==> src/ssbc_pkg.sv <==
// Shared types, constants and the commutation tables of the six-step commutator.
// Used by the channel interfaces and by every module in src.
package ssbc_pkg;

    localparam int DUTY_WIDTH = 16;
    localparam int GATE_COUNT = 6;
    localparam int STEP_COUNT = 6;
    localparam int METHOD_COUNT = 5;
    localparam int TICK_WIDTH = 8;
    localparam int CFG_INDEX_WIDTH = 2;
    localparam int CFG_DATA_WIDTH = 16;

    // Result queue sizing
    localparam int RESULT_DEPTH = 3;
    localparam int RESULT_PTR_WIDTH = $clog2(RESULT_DEPTH);
    localparam int RESULT_CNT_WIDTH = $clog2(RESULT_DEPTH + 1);

    typedef logic [DUTY_WIDTH-1:0] t_duty;
    typedef logic [2:0]            t_step;
    typedef logic [2:0]            t_channel;
    typedef logic [TICK_WIDTH-1:0] t_tick;
    typedef logic [RESULT_PTR_WIDTH-1:0] t_res_ptr;
    typedef logic [RESULT_CNT_WIDTH-1:0] t_res_count;
    typedef logic [RESULT_CNT_WIDTH:0]   t_res_occ;

    // Operation codes carried by a command transaction
    typedef enum logic [1:0] {
        OP_TICK    = 2'd0,
        OP_SET_ALL = 2'd1,
        OP_SET_ONE = 2'd2,
        OP_SET_RUN = 2'd3
    } t_op;

    // Configuration register indexes
    localparam logic [CFG_INDEX_WIDTH-1:0] CFG_PERIOD_TICKS = 2'd0;
    localparam logic [CFG_INDEX_WIDTH-1:0] CFG_ROTATION_DIR = 2'd1;
    localparam logic [CFG_INDEX_WIDTH-1:0] CFG_DRIVE_METHOD = 2'd2;
    localparam logic [CFG_INDEX_WIDTH-1:0] CFG_FULL_DUTY    = 2'd3;

    // Reset values of the configuration registers
    localparam t_tick      PERIOD_RESET    = 8'd10;
    localparam logic       DIR_RESET       = 1'b0;
    localparam logic [2:0] METHOD_RESET    = 3'd0;
    localparam t_duty      FULL_DUTY_RESET = 16'd1000;
    localparam t_step      STEP_FIRST      = 3'd1;
    localparam t_step      STEP_LAST       = 3'd6;

    // What a table entry drives onto a gate
    typedef enum logic [1:0] {
        KIND_ZERO = 2'd0,
        KIND_FULL = 2'd1,
        KIND_DUTY = 2'd2
    } t_kind;

    localparam t_kind Z = KIND_ZERO;
    localparam t_kind F = KIND_FULL;
    localparam t_kind D = KIND_DUTY;

    // Per method, per step, per gate (HA HB HC LA LB LC)
    localparam t_kind METHOD_TABLE [METHOD_COUNT][STEP_COUNT][GATE_COUNT] = '{
        '{ '{D,Z,Z,Z,F,Z}, '{D,Z,Z,Z,Z,F}, '{Z,D,Z,Z,Z,F},
           '{Z,D,Z,F,Z,Z}, '{Z,Z,D,F,Z,Z}, '{Z,Z,D,Z,F,Z} },
        '{ '{F,Z,Z,Z,D,Z}, '{F,Z,Z,Z,Z,D}, '{Z,F,Z,Z,Z,D},
           '{Z,F,Z,D,Z,Z}, '{Z,Z,F,D,Z,Z}, '{Z,Z,F,Z,D,Z} },
        '{ '{D,Z,Z,D,F,Z}, '{D,Z,Z,D,Z,F}, '{Z,D,Z,Z,D,F},
           '{Z,D,Z,F,D,Z}, '{Z,Z,D,F,Z,D}, '{Z,Z,D,Z,F,D} },
        '{ '{D,Z,Z,Z,D,Z}, '{D,Z,Z,Z,Z,D}, '{Z,D,Z,Z,Z,D},
           '{Z,D,Z,D,Z,Z}, '{Z,Z,D,D,Z,Z}, '{Z,Z,D,Z,D,Z} },
        '{ '{D,D,Z,D,D,Z}, '{D,Z,D,D,Z,D}, '{Z,D,D,Z,D,D},
           '{D,D,Z,D,D,Z}, '{D,Z,D,D,Z,D}, '{Z,D,D,Z,D,D} }
    };

    // Command payload
    typedef struct packed {
        t_op      op;
        t_channel channel;
        t_duty    duty_value;
        logic     run_request;
    } t_cmd;

    // Result payload
    typedef struct packed {
        t_duty gate_ha;
        t_duty gate_hb;
        t_duty gate_hc;
        t_duty gate_la;
        t_duty gate_lb;
        t_duty gate_lc;
        t_step step_now;
    } t_result;

    // Configuration register set
    typedef struct packed {
        t_tick      period_ticks;
        logic       rotation_dir;
        logic [2:0] drive_method;
        t_duty      full_duty;
    } t_cfg;

endpackage

==> src/ssbc_cmd_if.sv <==
// Command channel: valid/ready handshake with the command payload.
// Depends on ssbc_pkg for the field types.
interface ssbc_cmd_if;
    logic               valid;
    logic               ready;
    ssbc_pkg::t_op      op;
    ssbc_pkg::t_channel channel;
    ssbc_pkg::t_duty    duty_value;
    logic               run_request;

    modport source (output valid, output op, output channel, output duty_value,
                    output run_request, input ready);
    modport sink (input valid, input op, input channel, input duty_value,
                  input run_request, output ready);
endinterface

==> src/ssbc_res_if.sv <==
// Result channel: valid/ready handshake with six gate duties and the step.
// Depends on ssbc_pkg for the field types.
interface ssbc_res_if;
    logic            valid;
    logic            ready;
    ssbc_pkg::t_duty gate_ha;
    ssbc_pkg::t_duty gate_hb;
    ssbc_pkg::t_duty gate_hc;
    ssbc_pkg::t_duty gate_la;
    ssbc_pkg::t_duty gate_lb;
    ssbc_pkg::t_duty gate_lc;
    ssbc_pkg::t_step step_now;

    modport source (output valid, output gate_ha, output gate_hb, output gate_hc,
                    output gate_la, output gate_lb, output gate_lc, output step_now,
                    input ready);
    modport sink (input valid, input gate_ha, input gate_hb, input gate_hc,
                  input gate_la, input gate_lb, input gate_lc, input step_now,
                  output ready);
endinterface

==> src/six_step_bldc_commutator_unit.sv <==
// Six-step open-loop BLDC commutator, top level.
// Channels: i_cmd carries command transactions (tick, set all duties, set one
// duty, set run state); o_res carries result transactions with six gate duties
// (HA HB HC LA LB LC) and the step they belong to. Both use valid/ready and a
// transaction moves at a rising edge with valid and ready high. Configuration
// (period, direction, drive method, full duty) is written through i_cfg_we,
// i_cfg_index and i_cfg_data; the user must do so only while no transaction is in
// flight, which the block does not enforce. A command is registered at acceptance
// and processed from the input register; its result, if any, enters the three-entry
// queue and is driven on o_res. Throughput: one command per cycle while i_cmd.ready
// is high, set by the single pass through the commutation logic before the queue.
// While running, a tick ending the period or a stop gives one result; others none.
// Reset (synchronous, active low): step 1, tick count 0, stopped, stored duties
// zero, configuration at its defaults, queue empty.
// Receiver stall: up to three results wait in the queue; i_cmd.ready drops once
// the queue and the input register together could overflow it.
module six_step_bldc_commutator_unit (
    input  logic                                     i_clk,
    input  logic                                     i_rst_n,
    ssbc_cmd_if.sink                                 i_cmd,
    ssbc_res_if.source                               o_res,
    input  logic                                     i_cfg_we,
    input  logic [ssbc_pkg::CFG_INDEX_WIDTH-1:0]     i_cfg_index,
    input  logic [ssbc_pkg::CFG_DATA_WIDTH-1:0]      i_cfg_data
);
    import ssbc_pkg::*;

    t_cfg       r_cfg;
    t_cmd       r_cmd;
    logic       r_cmd_valid;
    logic       core_res_valid;
    t_result    core_res;
    t_result    fifo_head;
    logic       fifo_valid;
    t_res_count fifo_count;
    t_res_occ   occupancy;
    logic       cmd_fire;

    // Accept while the queue can take every result still in flight
    assign occupancy   = {1'b0, fifo_count} + {{RESULT_CNT_WIDTH{1'b0}}, r_cmd_valid};
    assign i_cmd.ready = (occupancy <= t_res_occ'(RESULT_DEPTH - 1));
    assign cmd_fire    = i_cmd.valid && i_cmd.ready;

    // Write configuration registers
    always_ff @(posedge i_clk) begin
        if (!i_rst_n) begin
            r_cfg.period_ticks <= PERIOD_RESET;
            r_cfg.rotation_dir <= DIR_RESET;
            r_cfg.drive_method <= METHOD_RESET;
            r_cfg.full_duty    <= FULL_DUTY_RESET;
        end else if (i_cfg_we) begin
            case (i_cfg_index)
                CFG_PERIOD_TICKS: r_cfg.period_ticks <= i_cfg_data[TICK_WIDTH-1:0];
                CFG_ROTATION_DIR: r_cfg.rotation_dir <= i_cfg_data[0];
                CFG_DRIVE_METHOD: r_cfg.drive_method <= i_cfg_data[2:0];
                CFG_FULL_DUTY:    r_cfg.full_duty    <= i_cfg_data[DUTY_WIDTH-1:0];
                default: begin
                end
            endcase
        end
    end

    // Register the accepted command transaction
    always_ff @(posedge i_clk) begin
        if (!i_rst_n) begin
            r_cmd_valid <= 1'b0;
        end else begin
            r_cmd_valid <= cmd_fire;
        end
    end

    always_ff @(posedge i_clk) begin
        if (cmd_fire) begin
            r_cmd.op          <= t_op'(i_cmd.op);
            r_cmd.channel     <= i_cmd.channel;
            r_cmd.duty_value  <= i_cmd.duty_value;
            r_cmd.run_request <= i_cmd.run_request;
        end
    end

    ssbc_core u_core (
        .i_clk       (i_clk),
        .i_rst_n     (i_rst_n),
        .i_cmd_valid (r_cmd_valid),
        .i_cmd       (r_cmd),
        .i_cfg       (r_cfg),
        .o_res_valid (core_res_valid),
        .o_res       (core_res)
    );

    ssbc_result_fifo u_res_fifo (
        .i_clk   (i_clk),
        .i_rst_n (i_rst_n),
        .i_push  (core_res_valid),
        .i_data  (core_res),
        .i_pop   (o_res.ready),
        .o_valid (fifo_valid),
        .o_count (fifo_count),
        .o_data  (fifo_head)
    );

    // Drive the result channel from the queue head
    assign o_res.valid    = fifo_valid;
    assign o_res.gate_ha  = fifo_head.gate_ha;
    assign o_res.gate_hb  = fifo_head.gate_hb;
    assign o_res.gate_hc  = fifo_head.gate_hc;
    assign o_res.gate_la  = fifo_head.gate_la;
    assign o_res.gate_lb  = fifo_head.gate_lb;
    assign o_res.gate_lc  = fifo_head.gate_lc;
    assign o_res.step_now = fifo_head.step_now;

endmodule

==> src/ssbc_core.sv <==
// Commutation state and single-pass processing of one registered command.
// Holds tick count, step, run flag and stored gate duties; uses ssbc_pkg.
module ssbc_core (
    input  logic             i_clk,
    input  logic             i_rst_n,
    input  logic             i_cmd_valid,
    input  ssbc_pkg::t_cmd   i_cmd,
    input  ssbc_pkg::t_cfg   i_cfg,
    output logic             o_res_valid,
    output ssbc_pkg::t_result o_res
);
    import ssbc_pkg::*;

    t_tick r_tick_count, n_tick_count;
    t_step r_step_index, n_step_index;
    logic  r_running, n_running;
    t_duty r_gate_duty [GATE_COUNT];
    t_duty n_gate_duty [GATE_COUNT];

    t_tick tick_inc;
    logic  emit_table;
    logic  emit_zero;
    t_step step_ofs;
    t_duty gate_out [GATE_COUNT];
    t_kind kind;

    // Work out the next state for the command held in the input register
    always_comb begin
        n_tick_count = r_tick_count;
        n_step_index = r_step_index;
        n_running    = r_running;
        n_gate_duty  = r_gate_duty;
        emit_table   = 1'b0;
        emit_zero    = 1'b0;
        tick_inc     = r_tick_count + t_tick'(1);
        if (i_cmd_valid) begin
            case (i_cmd.op)
                OP_TICK: begin
                    if (r_running) begin
                        if (tick_inc < i_cfg.period_ticks) begin
                            n_tick_count = tick_inc;
                        end else begin
                            n_tick_count = '0;
                            emit_table   = 1'b1;
                            if (!i_cfg.rotation_dir) begin
                                n_step_index = (r_step_index >= STEP_LAST) ? STEP_FIRST
                                                                           : r_step_index + t_step'(1);
                            end else begin
                                n_step_index = (r_step_index <= STEP_FIRST) ? STEP_LAST
                                                                            : r_step_index - t_step'(1);
                            end
                        end
                    end
                end
                OP_SET_ALL: begin
                    if (r_running) begin
                        for (int g = 0; g < GATE_COUNT; g++) begin
                            n_gate_duty[g] = i_cmd.duty_value;
                        end
                    end
                end
                OP_SET_ONE: begin
                    if (i_cmd.channel < t_channel'(GATE_COUNT)) begin
                        n_gate_duty[i_cmd.channel] = i_cmd.duty_value;
                    end
                end
                OP_SET_RUN: begin
                    if (i_cmd.run_request != r_running) begin
                        n_running = i_cmd.run_request;
                        if (!i_cmd.run_request) begin
                            emit_zero = 1'b1;
                            for (int g = 0; g < GATE_COUNT; g++) begin
                                n_gate_duty[g] = '0;
                            end
                        end
                    end
                end
                default: begin
                end
            endcase
        end
    end

    // Select each gate's duty from the method table for the new step
    assign step_ofs = n_step_index - t_step'(1);

    always_comb begin
        kind = KIND_ZERO;
        for (int g = 0; g < GATE_COUNT; g++) begin
            gate_out[g] = '0;
            if (emit_table && i_cfg.drive_method < 3'(METHOD_COUNT)) begin
                kind = METHOD_TABLE[i_cfg.drive_method][step_ofs][g];
                case (kind)
                    KIND_FULL: gate_out[g] = i_cfg.full_duty;
                    KIND_DUTY: gate_out[g] = r_gate_duty[g];
                    default:   gate_out[g] = '0;
                endcase
            end
        end
    end

    assign o_res_valid      = emit_table || emit_zero;
    assign o_res.gate_ha    = gate_out[0];
    assign o_res.gate_hb    = gate_out[1];
    assign o_res.gate_hc    = gate_out[2];
    assign o_res.gate_la    = gate_out[3];
    assign o_res.gate_lb    = gate_out[4];
    assign o_res.gate_lc    = gate_out[5];
    assign o_res.step_now   = n_step_index;

    // Hold the commutation state
    always_ff @(posedge i_clk) begin
        if (!i_rst_n) begin
            r_tick_count <= '0;
            r_step_index <= STEP_FIRST;
            r_running    <= 1'b0;
            for (int g = 0; g < GATE_COUNT; g++) begin
                r_gate_duty[g] <= '0;
            end
        end else begin
            r_tick_count <= n_tick_count;
            r_step_index <= n_step_index;
            r_running    <= n_running;
            r_gate_duty  <= n_gate_duty;
        end
    end

endmodule

==> src/ssbc_result_fifo.sv <==
// Three-entry result queue between the processing stage and the result channel.
// Absorbs results while the receiver stalls; uses ssbc_pkg for the payload type.
module ssbc_result_fifo (
    input  logic                 i_clk,
    input  logic                 i_rst_n,
    input  logic                 i_push,
    input  ssbc_pkg::t_result    i_data,
    input  logic                 i_pop,
    output logic                 o_valid,
    output ssbc_pkg::t_res_count o_count,
    output ssbc_pkg::t_result    o_data
);
    import ssbc_pkg::*;

    t_result    r_slot [RESULT_DEPTH];
    t_res_ptr   r_wr_ptr, n_wr_ptr;
    t_res_ptr   r_rd_ptr, n_rd_ptr;
    t_res_count r_count, n_count;
    logic       do_pop;

    assign o_valid = (r_count != '0);
    assign o_count = r_count;
    assign o_data  = r_slot[r_rd_ptr];
    assign do_pop  = i_pop && o_valid;

    // Advance pointers and occupancy
    always_comb begin
        n_wr_ptr = r_wr_ptr;
        n_rd_ptr = r_rd_ptr;
        n_count  = r_count;
        if (i_push) begin
            n_wr_ptr = (r_wr_ptr == t_res_ptr'(RESULT_DEPTH - 1)) ? '0
                                                                   : r_wr_ptr + t_res_ptr'(1);
        end
        if (do_pop) begin
            n_rd_ptr = (r_rd_ptr == t_res_ptr'(RESULT_DEPTH - 1)) ? '0
                                                                   : r_rd_ptr + t_res_ptr'(1);
        end
        if (i_push && !do_pop) begin
            n_count = r_count + t_res_count'(1);
        end else if (!i_push && do_pop) begin
            n_count = r_count - t_res_count'(1);
        end
    end

    always_ff @(posedge i_clk) begin
        if (!i_rst_n) begin
            r_wr_ptr <= '0;
            r_rd_ptr <= '0;
            r_count  <= '0;
        end else begin
            r_wr_ptr <= n_wr_ptr;
            r_rd_ptr <= n_rd_ptr;
            r_count  <= n_count;
        end
    end

    // Store the incoming result
    always_ff @(posedge i_clk) begin
        if (i_push) begin
            r_slot[r_wr_ptr] <= i_data;
        end
    end

endmodule
==> src/flat_wrapper.sv <==
// flat-port wrapper written by rule: the top's interface ports become plain ports
module six_step_bldc_commutator_unit_flat import ssbc_pkg::*;
  (i_clk, i_rst_n, i_cfg_we, i_cfg_index, i_cfg_data, i_cmd_valid, i_cmd_op, i_cmd_channel, i_cmd_duty_value, i_cmd_run_request, i_cmd_ready, o_res_valid, o_res_gate_ha, o_res_gate_hb, o_res_gate_hc, o_res_gate_la, o_res_gate_lb, o_res_gate_lc, o_res_step_now, o_res_ready);
  ssbc_cmd_if i_cmd_i ();
  ssbc_res_if o_res_i ();
  input  logic i_clk;
  input  logic i_rst_n;
  input  logic i_cfg_we;
  input  logic [ssbc_pkg::CFG_INDEX_WIDTH-1:0] i_cfg_index;
  input  logic [ssbc_pkg::CFG_DATA_WIDTH-1:0] i_cfg_data;
  input wire logic [$bits(i_cmd_i.valid)-1:0] i_cmd_valid;
  input wire logic [$bits(i_cmd_i.op)-1:0] i_cmd_op;
  input wire logic [$bits(i_cmd_i.channel)-1:0] i_cmd_channel;
  input wire logic [$bits(i_cmd_i.duty_value)-1:0] i_cmd_duty_value;
  input wire logic [$bits(i_cmd_i.run_request)-1:0] i_cmd_run_request;
  output wire logic [$bits(i_cmd_i.ready)-1:0] i_cmd_ready;
  output wire logic [$bits(o_res_i.valid)-1:0] o_res_valid;
  output wire logic [$bits(o_res_i.gate_ha)-1:0] o_res_gate_ha;
  output wire logic [$bits(o_res_i.gate_hb)-1:0] o_res_gate_hb;
  output wire logic [$bits(o_res_i.gate_hc)-1:0] o_res_gate_hc;
  output wire logic [$bits(o_res_i.gate_la)-1:0] o_res_gate_la;
  output wire logic [$bits(o_res_i.gate_lb)-1:0] o_res_gate_lb;
  output wire logic [$bits(o_res_i.gate_lc)-1:0] o_res_gate_lc;
  output wire logic [$bits(o_res_i.step_now)-1:0] o_res_step_now;
  input wire logic [$bits(o_res_i.ready)-1:0] o_res_ready;
  assign i_cmd_i.valid = i_cmd_valid;
  assign i_cmd_i.op = i_cmd_op;
  assign i_cmd_i.channel = i_cmd_channel;
  assign i_cmd_i.duty_value = i_cmd_duty_value;
  assign i_cmd_i.run_request = i_cmd_run_request;
  assign i_cmd_ready = i_cmd_i.ready;
  assign o_res_valid = o_res_i.valid;
  assign o_res_gate_ha = o_res_i.gate_ha;
  assign o_res_gate_hb = o_res_i.gate_hb;
  assign o_res_gate_hc = o_res_i.gate_hc;
  assign o_res_gate_la = o_res_i.gate_la;
  assign o_res_gate_lb = o_res_i.gate_lb;
  assign o_res_gate_lc = o_res_i.gate_lc;
  assign o_res_step_now = o_res_i.step_now;
  assign o_res_i.ready = o_res_ready;
  six_step_bldc_commutator_unit u_core (.i_clk(i_clk), .i_rst_n(i_rst_n), .i_cmd(i_cmd_i), .o_res(o_res_i), .i_cfg_we(i_cfg_we), .i_cfg_index(i_cfg_index), .i_cfg_data(i_cfg_data));
endmodule
==> config.mk <==
export PLATFORM = sky130hd
export DESIGN_NAME = six_step_bldc_commutator_unit_flat
export DESIGN_NICKNAME = d
export VERILOG_FILES = /design/src/ssbc_pkg.sv /design/src/ssbc_cmd_if.sv /design/src/ssbc_res_if.sv /design/src/six_step_bldc_commutator_unit.sv /design/src/ssbc_core.sv /design/src/ssbc_result_fifo.sv /design/src/flat_wrapper.sv
export SDC_FILE = /design/constraint.sdc
export NUM_CORES = 1
export LEC_CHECK = 0
export BUFFER_PORTS_ARGS = -buffer_cell sky130_fd_sc_hd__buf_2
export CAP_MARGIN = 25
export CORE_MARGIN = 5
export CORE_UTILIZATION = 60
export DETAILED_ROUTE_END_ITERATION = 6
export PLACE_DENSITY = 0.79
export SYNTH_ARGS = -nofsm -noshare
export SYNTH_HDL_FRONTEND = slang
export SYNTH_HIERARCHICAL = 1
export SYNTH_SLANG_ARGS = --single-unit
==> constraint.sdc <==
create_clock -name i_clk -period 13.1 [get_ports i_clk]
set_input_delay 0.655 -clock i_clk [delete_from_list [all_inputs] [get_ports i_clk]]
set_output_delay 0.655 -clock i_clk [all_outputs]
set_load 0.05 [all_outputs]
==> results of run 1 <==
## synthesized netlist by cell type, drive strengths merged, types with 2 or more instances
cell type | n | area (sq um)
or3b | 2 | 17.52
nand3 | 14 | 75.07
a21boi | 10 | 75.07
a21oi | 105 | 525.5
and3 | 5 | 31.28
mux2 | 2 | 22.52
nor4 | 4 | 25.02
or3 | 5 | 31.28
nand3b | 6 | 45.04
xor2 | 6 | 52.55
nor2b | 12 | 75.07
ha | 27 | 337.8
nor3b | 3 | 27.52
xnor2 | 6 | 52.55
and2 | 13 | 81.33
inv | 23 | 86.33
o211ai | 8 | 60.06
mux2i | 123 | 1235
or4 | 2 | 18.77
a21o | 3 | 22.52
nand2 | 153 | 574.3
nand2b | 18 | 112.6
o21a | 103 | 774.5
o21ai | 115 | 579.3
nor3 | 5 | 25.02
or2 | 8 | 50.05
buf | 53 | 322.8
a22oi | 96 | 720.7
dfxtp | 145 | 2903
a211oi | 2 | 20.02
clkbuf | 102 | 382.9
nor2 | 106 | 397.9
nand4 | 7 | 43.79
o221a | 96 | 1081
edfxtp | 319 | 9579
## where the power goes
part | internal [mW] | switching (mW)
logic | 0.0604 | 0.0954
clock network | 0.794 | 0.544
registers | 1.57 | 0.0444
total | 2.42 | 0.684
## final cells by class
| type | count | share of cell area, % |
|---|---|---|
| clock inverter | 23 | 1.082 |
| clock buffer | 61 | 5.673 |
| tap | 448 | 2.448 |
| inverter | 23 | 0.3771 |
| sequential | 464 | 54.56 |
| timing repair buffer | 159 | 3.727 |
| multi-input combinational | 1077 | 32.14 |
## stage by stage
step | util, % | area (sq um) | total power [mW] | hold slack (ps) | setup WS, ps
floorplan | - | 20600 | 1.733 | 434.7 | 2880
global placement | 63.26 | 21320 | 1.785 | 447.2 | 7959
detailed placement | 63.26 | 21320 | 1.788 | 451.9 | 7732
CTS | 67.85 | 22870 | 3.106 | 261.3 | 7665
global route | 67.93 | 22890 | 3.188 | 265.1 | 7201
finish | 67.93 | 22890 | 3.104 | 273.9 | 7571
## layer usage
| metal | part of all wire [%] | vias to the layer above |
|---|---|---|
| met4 | 4.5 | 0 |
| met5 | 0 | - |
| met3 | 11 | 173 |
| li1 | - | 6565 |
| met2 | 44 | 895 |
| met1 | 40 | 7172 |
## final timing paths
path	end	start	slack (ps)
setup reg to reg	u_core/u_res_fifo/r_slot[1][25]	u_core/u_core/r_tick_count[0]	7570
hold reg to reg	u_core/r_cfg[25]	u_core/r_cfg[25]	460
hold / removal	u_core/r_cmd[19]	i_cmd_channel[2]	270
setup / recovery	u_core/u_res_fifo/r_slot[1][25]	u_core/u_core/r_tick_count[0]	7570
## sequential cells by signal, summed over array words and instances (netlist names), named ones only
register	count
u_core/u_res_fifo/o_count	2
u_core/r_cfg	28
u_core/u_core/r_running	1
u_core/u_core/r_tick_count	8
u_core/u_res_fifo/r_slot	297
u_core/u_res_fifo/r_wr_ptr	2
u_core/u_res_fifo/r_rd_ptr	2
u_core/u_core/r_gate_duty	96
u_core/r_cmd_valid	1
u_core/u_core/r_step_index	3
u_core/r_cmd	22
## cell families (layout without fill, tap and decap cells)
logic type,after synthesis,in the layout
AOI/OAI and AO/OA,548,548
xor gates and xnor gates,12,12
adders and majority gates,27,27
buffers and inverters,178,266
DFF,464,464
muxes,125,125
and+or+nand+nor,365,365
==> flow_results.org, run 1 <==
** Status
- Status :: finished, final reports clean

** Cells and area
- The library cell used most frequently in the layout, excluding fill and tap cells, is edfxtp_1.
- Flip-flop and latch area :: 12490 sq um
- Post-Layout Cell Count :: 2255
- In the final layout, the share of cells above drive strength 1 is 19.59%.
- Antenna diode instance count :: 0
- The net count of the finished layout is 1843.
- Area grow syn2layout :: 11.13%
- In the layout the commonest cells are 319 x edfxtp_1, 151 x nand2_1, 144 x buf_2.
- Footprint of the multi-input gates :: 7357 sq um
- After filler insertion, the fill cell instance count of the layout stands at 2494.

** Yosys
- Of the total synthesized cell area, the portion taken by AND, OR, NAND and NOR gates is 8.017%.
- Sequential-to-total area share from yosys stat :: 60.59%
- After Yosys synthesis, XOR and XNOR cells account for 0.5102% of the synthesized area.
- For this run, the number of Yosys warnings is 6.
- Total of flip-flops plus latches after synthesis :: 464
- Synthesized instance count :: 1719
- In this run, synthesis inferred 319 flip-flops with an integrated enable.
- Post-synthesis average cell area :: 11.98 sq um
- By area, the combinational part of the netlist is dominated by compound AO/OA/AOI/OAI gates.
- Counting distinct cell types in the post-synthesis netlist gives 63.
- Multiplexer cells account for 6.104% of the synthesized area.
- Syn_nets :: 1791
- Main synth FF type :: edfxtp_1
- Synthesized area :: 20600 sq um
- In the synthesized netlist the async set-or-reset flop fraction comes to 0%.
- Adder-Cell Fraction of Synth Area :: 1.640%
- Compound-cell area share of the yosys netlist :: 19.30%

** Worst hold path
- Worst Hold Path Cells :: 1
- Worst min-delay path class :: primary input to register

** Route
- The detail route stage leaves a number of antenna-violating nets equal to 0.
- Detailed routing inserted a total of 14805 vias.
- Before antenna repair, the detailed router went through 6 iterations.
- Total length of routed wires :: 55440 um
- For this run, design rule violations remaining after detail routing come to 0.
- Wire length per cell after detailed routing :: 24.58 um
- Initial DRC Count :: 1896
- Number of vias per cell after detailed routing :: 6.565

** Timing
- Final setup skew :: 32.75 ps
- After routing, the total negative slack on setup checks comes to 0 ps.
- Setup violations remaining at the end of the flow were counted as 0.
- After layout, the worst path uses 42.21% of the clock period.
- The worst pin sits at a relative slew slack of 24.03%.
- Setup repair after global routing left no endpoint under its margin.
- Total count of max-transition violations in the final report :: 0
- Tightest Pin Transition :: 1128 ps
- Final Hold Viols :: 0
- Time the final worst path needs with I/O delays and setup :: 5529 ps
- FMAX :: 0.1809 GHz

** Setup path
- Sort of element at the start of the critical path :: register
- R2R depth :: 14
- The critical path is of the register to register type.
- Along the worst path, the maximum fanout reaches 16.
- Signal arrival time at the worst endpoint :: 5870 ps
- Among the stages of the critical path, the cell type that occurs most often is ha_1.
- Slowest stage cell on the critical path :: o21ai_0
- Number of buffers and inverters on the critical path :: 0
- For this run, the slowest stage of the critical path takes 890 ps.
- STA puts the critical path data required time at 13440 ps.
- On the critical path the largest part of the delay comes from compound AO/OA/AOI/OAI gates.
- List of cells traversed by the critical path :: ha_1 > and3_1 > nand3_1 > xnor2_1 > ha_1 > o2111ai_2 > o21ai_0 > a21oi_1 > a211oi_2 > mux2i_2 > a221o_1 > ha_1 > a22oi_1 > nor2_1
- The critical path crosses 14 cells after its start point.
- The worst setup path is captured at a register.

** Global routing
- GRT Max-Usage Layer :: met2
- Global routing used 28.10% of the available tracks across all layers.
- Pin count of the biggest net entering global routing :: 103
- Summed over all layers, the global routing overflow is 0.
- GR Util met3 :: 6.703%
- First-pass GRT wire length :: 84220 um
- Number of global-route vias before repair :: 14035
- Initial antenna violation count :: 0
- Global routing met2 resource utilization :: 42.33%
- GR Util met1 :: 40.09%

** Power and ir drop
- Leak Pwr :: 7.053 nW
- Worst supply voltage drop on vdd :: 102.3 uV
- Power Dens Cells :: 135.6 nW/um^2

** CTS
- H-tree levels :: 2
- Cts repair resizes :: 0
- Post-CTS Hold Fix Bufs :: 0
- Clock net sink count :: 464
- Number of buffers added for setup after CTS :: 0
- After clock tree synthesis, the clock-pin slew on the worst setup and hold paths is 60 ps.
- TritonCTS created 46 clock buffers.
- Root Buffer :: clkbuf_16
- In this run the deepest clock path goes through 3 buffers.
- Clock insertion delay at the later pin of the skew report :: 560 ps
- TritonCTS clock tree :: built

** Floorplanning
- Die area :: 38140 sq um
- Measured along the x axis, the die boundary spans 195.3 um.
- Measured along the y axis, the die boundary spans 195.3 um.
- Area of the placeable core :: 33700 sq um
- For this design the top-level I/O count stands at 146.
- Row generation in the floorplan step produced 67 rows.
- The initial utilization of the core area, before any placement, comes to 61.13%.

** Run
- Number of maximum-capacitance violations :: 0

** Placement
- The wire-length estimate of the detail-placed layout is 33510 um.
- GP Congestion :: 0.9220
- After detailed placement, the design holds a cell count of 2170.
- Count of buffers inserted at the top-level ports :: 145
No activity file was read; power rests on OpenSTA's default activity.
==> run 2: changes to the inputs <==
--- a/config.mk
+++ b/config.mk
@@ -5,12 +5,13 @@
 export SDC_FILE = /design/constraint.sdc
 export NUM_CORES = 1
 export LEC_CHECK = 0
+export ABC_AREA = 1
 export BUFFER_PORTS_ARGS = -buffer_cell sky130_fd_sc_hd__buf_2
 export CAP_MARGIN = 25
 export CORE_MARGIN = 5
-export CORE_UTILIZATION = 60
+export CORE_UTILIZATION = 55
 export DETAILED_ROUTE_END_ITERATION = 6
-export PLACE_DENSITY = 0.79
+export PLACE_DENSITY = 0.77
 export SYNTH_ARGS = -nofsm -noshare
 export SYNTH_HDL_FRONTEND = slang
 export SYNTH_HIERARCHICAL = 1
==> constraint.sdc (replaced) <==
create_clock -name i_clk -period 4.6 [get_ports i_clk]
set_input_delay 0.23 -clock i_clk [delete_from_list [all_inputs] [get_ports i_clk]]
set_output_delay 0.23 -clock i_clk [all_outputs]
set_load 0.05 [all_outputs]
==> flow_results.org, run 2 <==
** Yosys
- The cell count after synthesis came out at 2120.
- Main synth FF type :: edfxtp_1
- In this run, synthesis inferred 319 flip-flops with an integrated enable.
- In this run, synthesis produced a sequential element count of 464.
- Multiplexer fraction of the synthesized cell area :: 0%
- Summing the areas of all compound-gate instances in the mapped netlist gives 16.27% of the synthesized area.
- Top-area cell type share of the netlist area :: 45.98%
- Counting every net in the synthesized netlist gives 2192.
- Adder-Cell Fraction of Synth Area :: 1.622%
- Post-synthesis average cell area :: 9.827 sq um
- Yosys instantiated no cell more often than nand2_1.
- Of the total synthesized cell area, the portion taken by AND, OR, NAND and NOR gates is 14.92%.
- Ranked by total cell area, the synthesized netlist is headed by edfxtp_1 46%, dfxtp_1 14%, nand2_1 9.0%, a21oi_1 8.3%, a221oi_1 4.0%.
- Count of yosys warnings during synthesis :: 6
- Sequential elements use 59.92% of the synthesized area.
- The synthesized design spends more area on one cell type than any other, namely edfxtp_1.
- Async set-or-reset flop fraction in the synthesized netlist :: 0%
- Unique cell type count in the Yosys netlist :: 37
- Largest family of logic cells by synthesized area :: compound AO/OA/AOI/OAI gates
- Summing every instance area after synthesis gives 20830 sq um.
- After synthesis, the most frequently instantiated cells are 500 x nand2_1, 345 x a21oi_1, 319 x edfxtp_1, 179 x inv_1, 145 x dfxtp_1.
- Summing the areas of all xor and xnor instances in the mapped netlist gives 0.2943% of the synthesized area.

** CTS
- Clock tree synthesis found a total of 464 sinks.
- The H-tree was split into 2 levels.
- Buffers inserted during clock tree synthesis total 47.
- Clock insertion delay at the later pin of the skew report :: 600 ps
- Post-CTS timing repair inserted 0 buffers for setup.
- TritonCTS clock tree :: built
- Clock tree synthesis selected as its root buffer the cell clkbuf_16.
- CTS clk-pin slew, worst paths :: 60 ps
- The longest clock path from root to sink contains 3 buffers.

** Setup path
- In this run the critical register-to-register path is launched from u_core/u_core/r_tick_count[1].
- In this run the worst path has a maximum fanout of 16.
- The worst setup path is of the register to register kind.
- STA classifies the critical path endpoint as a register.
- Critical path data required time :: 4940 ps
- Sort of element at the start of the critical path :: register
- Critical Path Source :: u_core/u_core/r_tick_count[1]
- Counting cells, the worst reg-to-reg path comes to 19.
- At the worst endpoint, the arrival time is 4530 ps.

** Power and ir drop
- Leak Pwr :: 8.157 nW
- In this run the power spent charging and discharging nets is 2.664 mW.
- Of the total power, the share spent switching nets is 27.28%.
- Of the total power, the clock network draws 40.1%.
- Internal Pwr Total :: 7.103 mW
- In this run the power density over the cells is 409.5 nW/um^2.
- Worst supply voltage drop on vdd :: 295.3 uV
- The completed layout was analyzed and its total power is 9.768 mW.
- Combinational cells account for 12.4% of the total power.
- Registers are responsible for 47.5% of the overall power.

** Timing
- Time the final worst path needs with I/O delays and setup :: 4190 ps
- For the final routed database, the setup TNS stands at 0 ps.
- Setup violations remaining at the end of the flow were counted as 0.
- RSZ-0062 raised after global routing :: false
- Minimum setup slack in the final design :: 410.5 ps
- Period Utilization, post-route :: 91.08%
- The hold violation total from the final report came to 0.
- Tightest Pin Transition :: 1127 ps
- Measured against its own limit, the worst slew margin works out to 24.87%.
- FMAX :: 0.2387 GHz
- Total count of max-transition violations in the final report :: 0
- Final setup skew :: 25.63 ps

** Cells and area
- The layout has 2984 filler cells.
- Ratio of cells with drive above 1 in the final layout :: 13.71%
- Area grow syn2layout :: 14.50%
- The register with the most flip-flops in the layout has 297 of them.
- Commonest cells after routing, fill and taps aside :: 499 x nand2_1, 345 x a21oi_1, 319 x edfxtp_1
- # nets final :: 2330
- Core Util, Final :: 63.63%
- The library cell used most frequently in the layout, excluding fill and tap cells, is nand2_1.
- The register with the most flip-flops in the final layout is u_core/u_res_fifo/r_slot.
- Largest registers :: u_core/u_res_fifo/r_slot (297), u_core/u_core/r_gate_duty (96), u_core/r_cfg (28)

** Global routing
- Number of global-route vias before repair :: 16675
- Entering global routing, the biggest net connects 97 pins.
- The first global-routing pass estimated 98370 um of wire.
- Gr ovfl total :: 0
- Global routing met2 resource utilization :: 47.88%
- GRT Max-Usage Layer :: met2
- Global routing used 30.85% of the available tracks across all layers.
- GR Util met1 :: 41.62%
- GR Util met3 :: 7.836%
- Initial antenna violation count :: 1

** Placement
- The wire-length estimate of the detail-placed layout is 38430 um.
- Prior to clock tree synthesis, the placed netlist has a worst setup slack of 446.3 ps.
- Count of buffers inserted at the top-level ports :: 145
- GP Congestion :: 0.9478

** Route
- Vias post-DR :: 17160
- Wires add up to 65420 um.
- Dividing the detail-routed wire length by the instance count gives 23.28 um.
- Count of unresolved DRC violations after routing :: 0
- In this run, the number of DRC markers left after iteration 0 of detailed routing was 2173.
- First-pass iteration count of the detailed router :: 7
- Number of vias per cell after detailed routing :: 6.107
- Antenna Nets Post-Route :: 0

** Run
- Number of maximum-capacitance violations :: 0

** Floorplanning
- The core region is 37490 sq um.
- The die covers 41870 sq um.
- # rows :: 71
- For this design the top-level I/O count stands at 146.
- Die Span Y :: 204.6 um
- The initial utilization of the core area, before any placement, comes to 55.57%.
- Die X :: 204.6 um

** Worst hold path
- Worst min-delay path class :: primary input to register
- In this run the most critical hold path is launched from i_rst_n.
- The worst hold path passes through 2 cells.

** Status
- The run finished with clean final reports.
-- run 2: final timing paths --
path / end / slack, ps
worst min-delay path: u_core/u_core/r_step_index[0] / 70
worst max-delay path: u_core/u_res_fifo/r_slot[1][15] / 410
worst max register to register: u_core/u_res_fifo/r_slot[1][15] / 410
worst min register to register: u_core/r_cfg[21] / 460
-- run 2: cell type report --
cell class                 instances  area, sq um  area share, %
antenna                            2        5.005        0.02098
clock buffer                      61         1311          5.497
clock inverter                    27        274.0          1.149
inverter                         189        725.7          3.042
multi-input combinational       1327         6938          29.08
sequential                       464        12490          52.37
tap                              511        639.4          2.680
timing repair buffer             229         1469          6.158
-- run 2: timing repair --
action,in CTS,in global routing
resized for setup,0,0
hold buffers,40,0
endpoints found under the hold margin,50,0
-- run 2: critical path, stage by stage (launching register included) --
cell and delay (ps):
dfxtp_1 350, nand3_1 110, nand3b_1 200, nand3b_1 190
xnor2_1 200, ha_1 280, a21oi_1 150, o21a_1 170
nand2_4 80, nand2_4 110, nand2_2 60, nand2_2 290
nand2_4 130, nand2_2 120, nand2_4 120, o21ai_1 170
ha_1 250, inv_1 50, nand2_1 400, a21oi_1 510
-- run 2: logic make-up after synthesis --
family                   count (synthesis)
AO/OA/AOI/OAI                          553
XOR/XNOR                                 7
AND/OR/NAND/NOR                        740
adder cells (fa/ha/maj)                 27
flip-flops                             464
buffers and inverters                  329
-- run 2: per-stage QoR --
step	area, sq um	std cells	hold slack, ps
2_1_floorplan	20850	2120	300.0
3_3_place_gp	21860	2680	406.6
3_5_place_dp	21860	2680	408.2
4_1_cts	23850	2808	50.84
5_1_grt	23850	2808	103.0
6_report	23850	2810	74.99
-- run 2: power groups by stage --
stage          combinational, mW  clock, mW  sequential, mW
2_1_floorplan              0.870          0            4.64
3_3_place_gp                1.14          0            4.72
3_5_place_dp                1.15          0            4.72
4_1_cts                     1.19       3.95            4.63
5_1_grt                     1.28       4.12            4.65
6_report                    1.21       3.92            4.64
-- run 2: routing by layer --
layer,part of all wire (%),wire length [um],vias up
met3,12,7690,167
met4,4.3,2791,0
met5,0,0,-
met2,45,29660,1062
li1,-,-,7691
met1,39,25270,8240
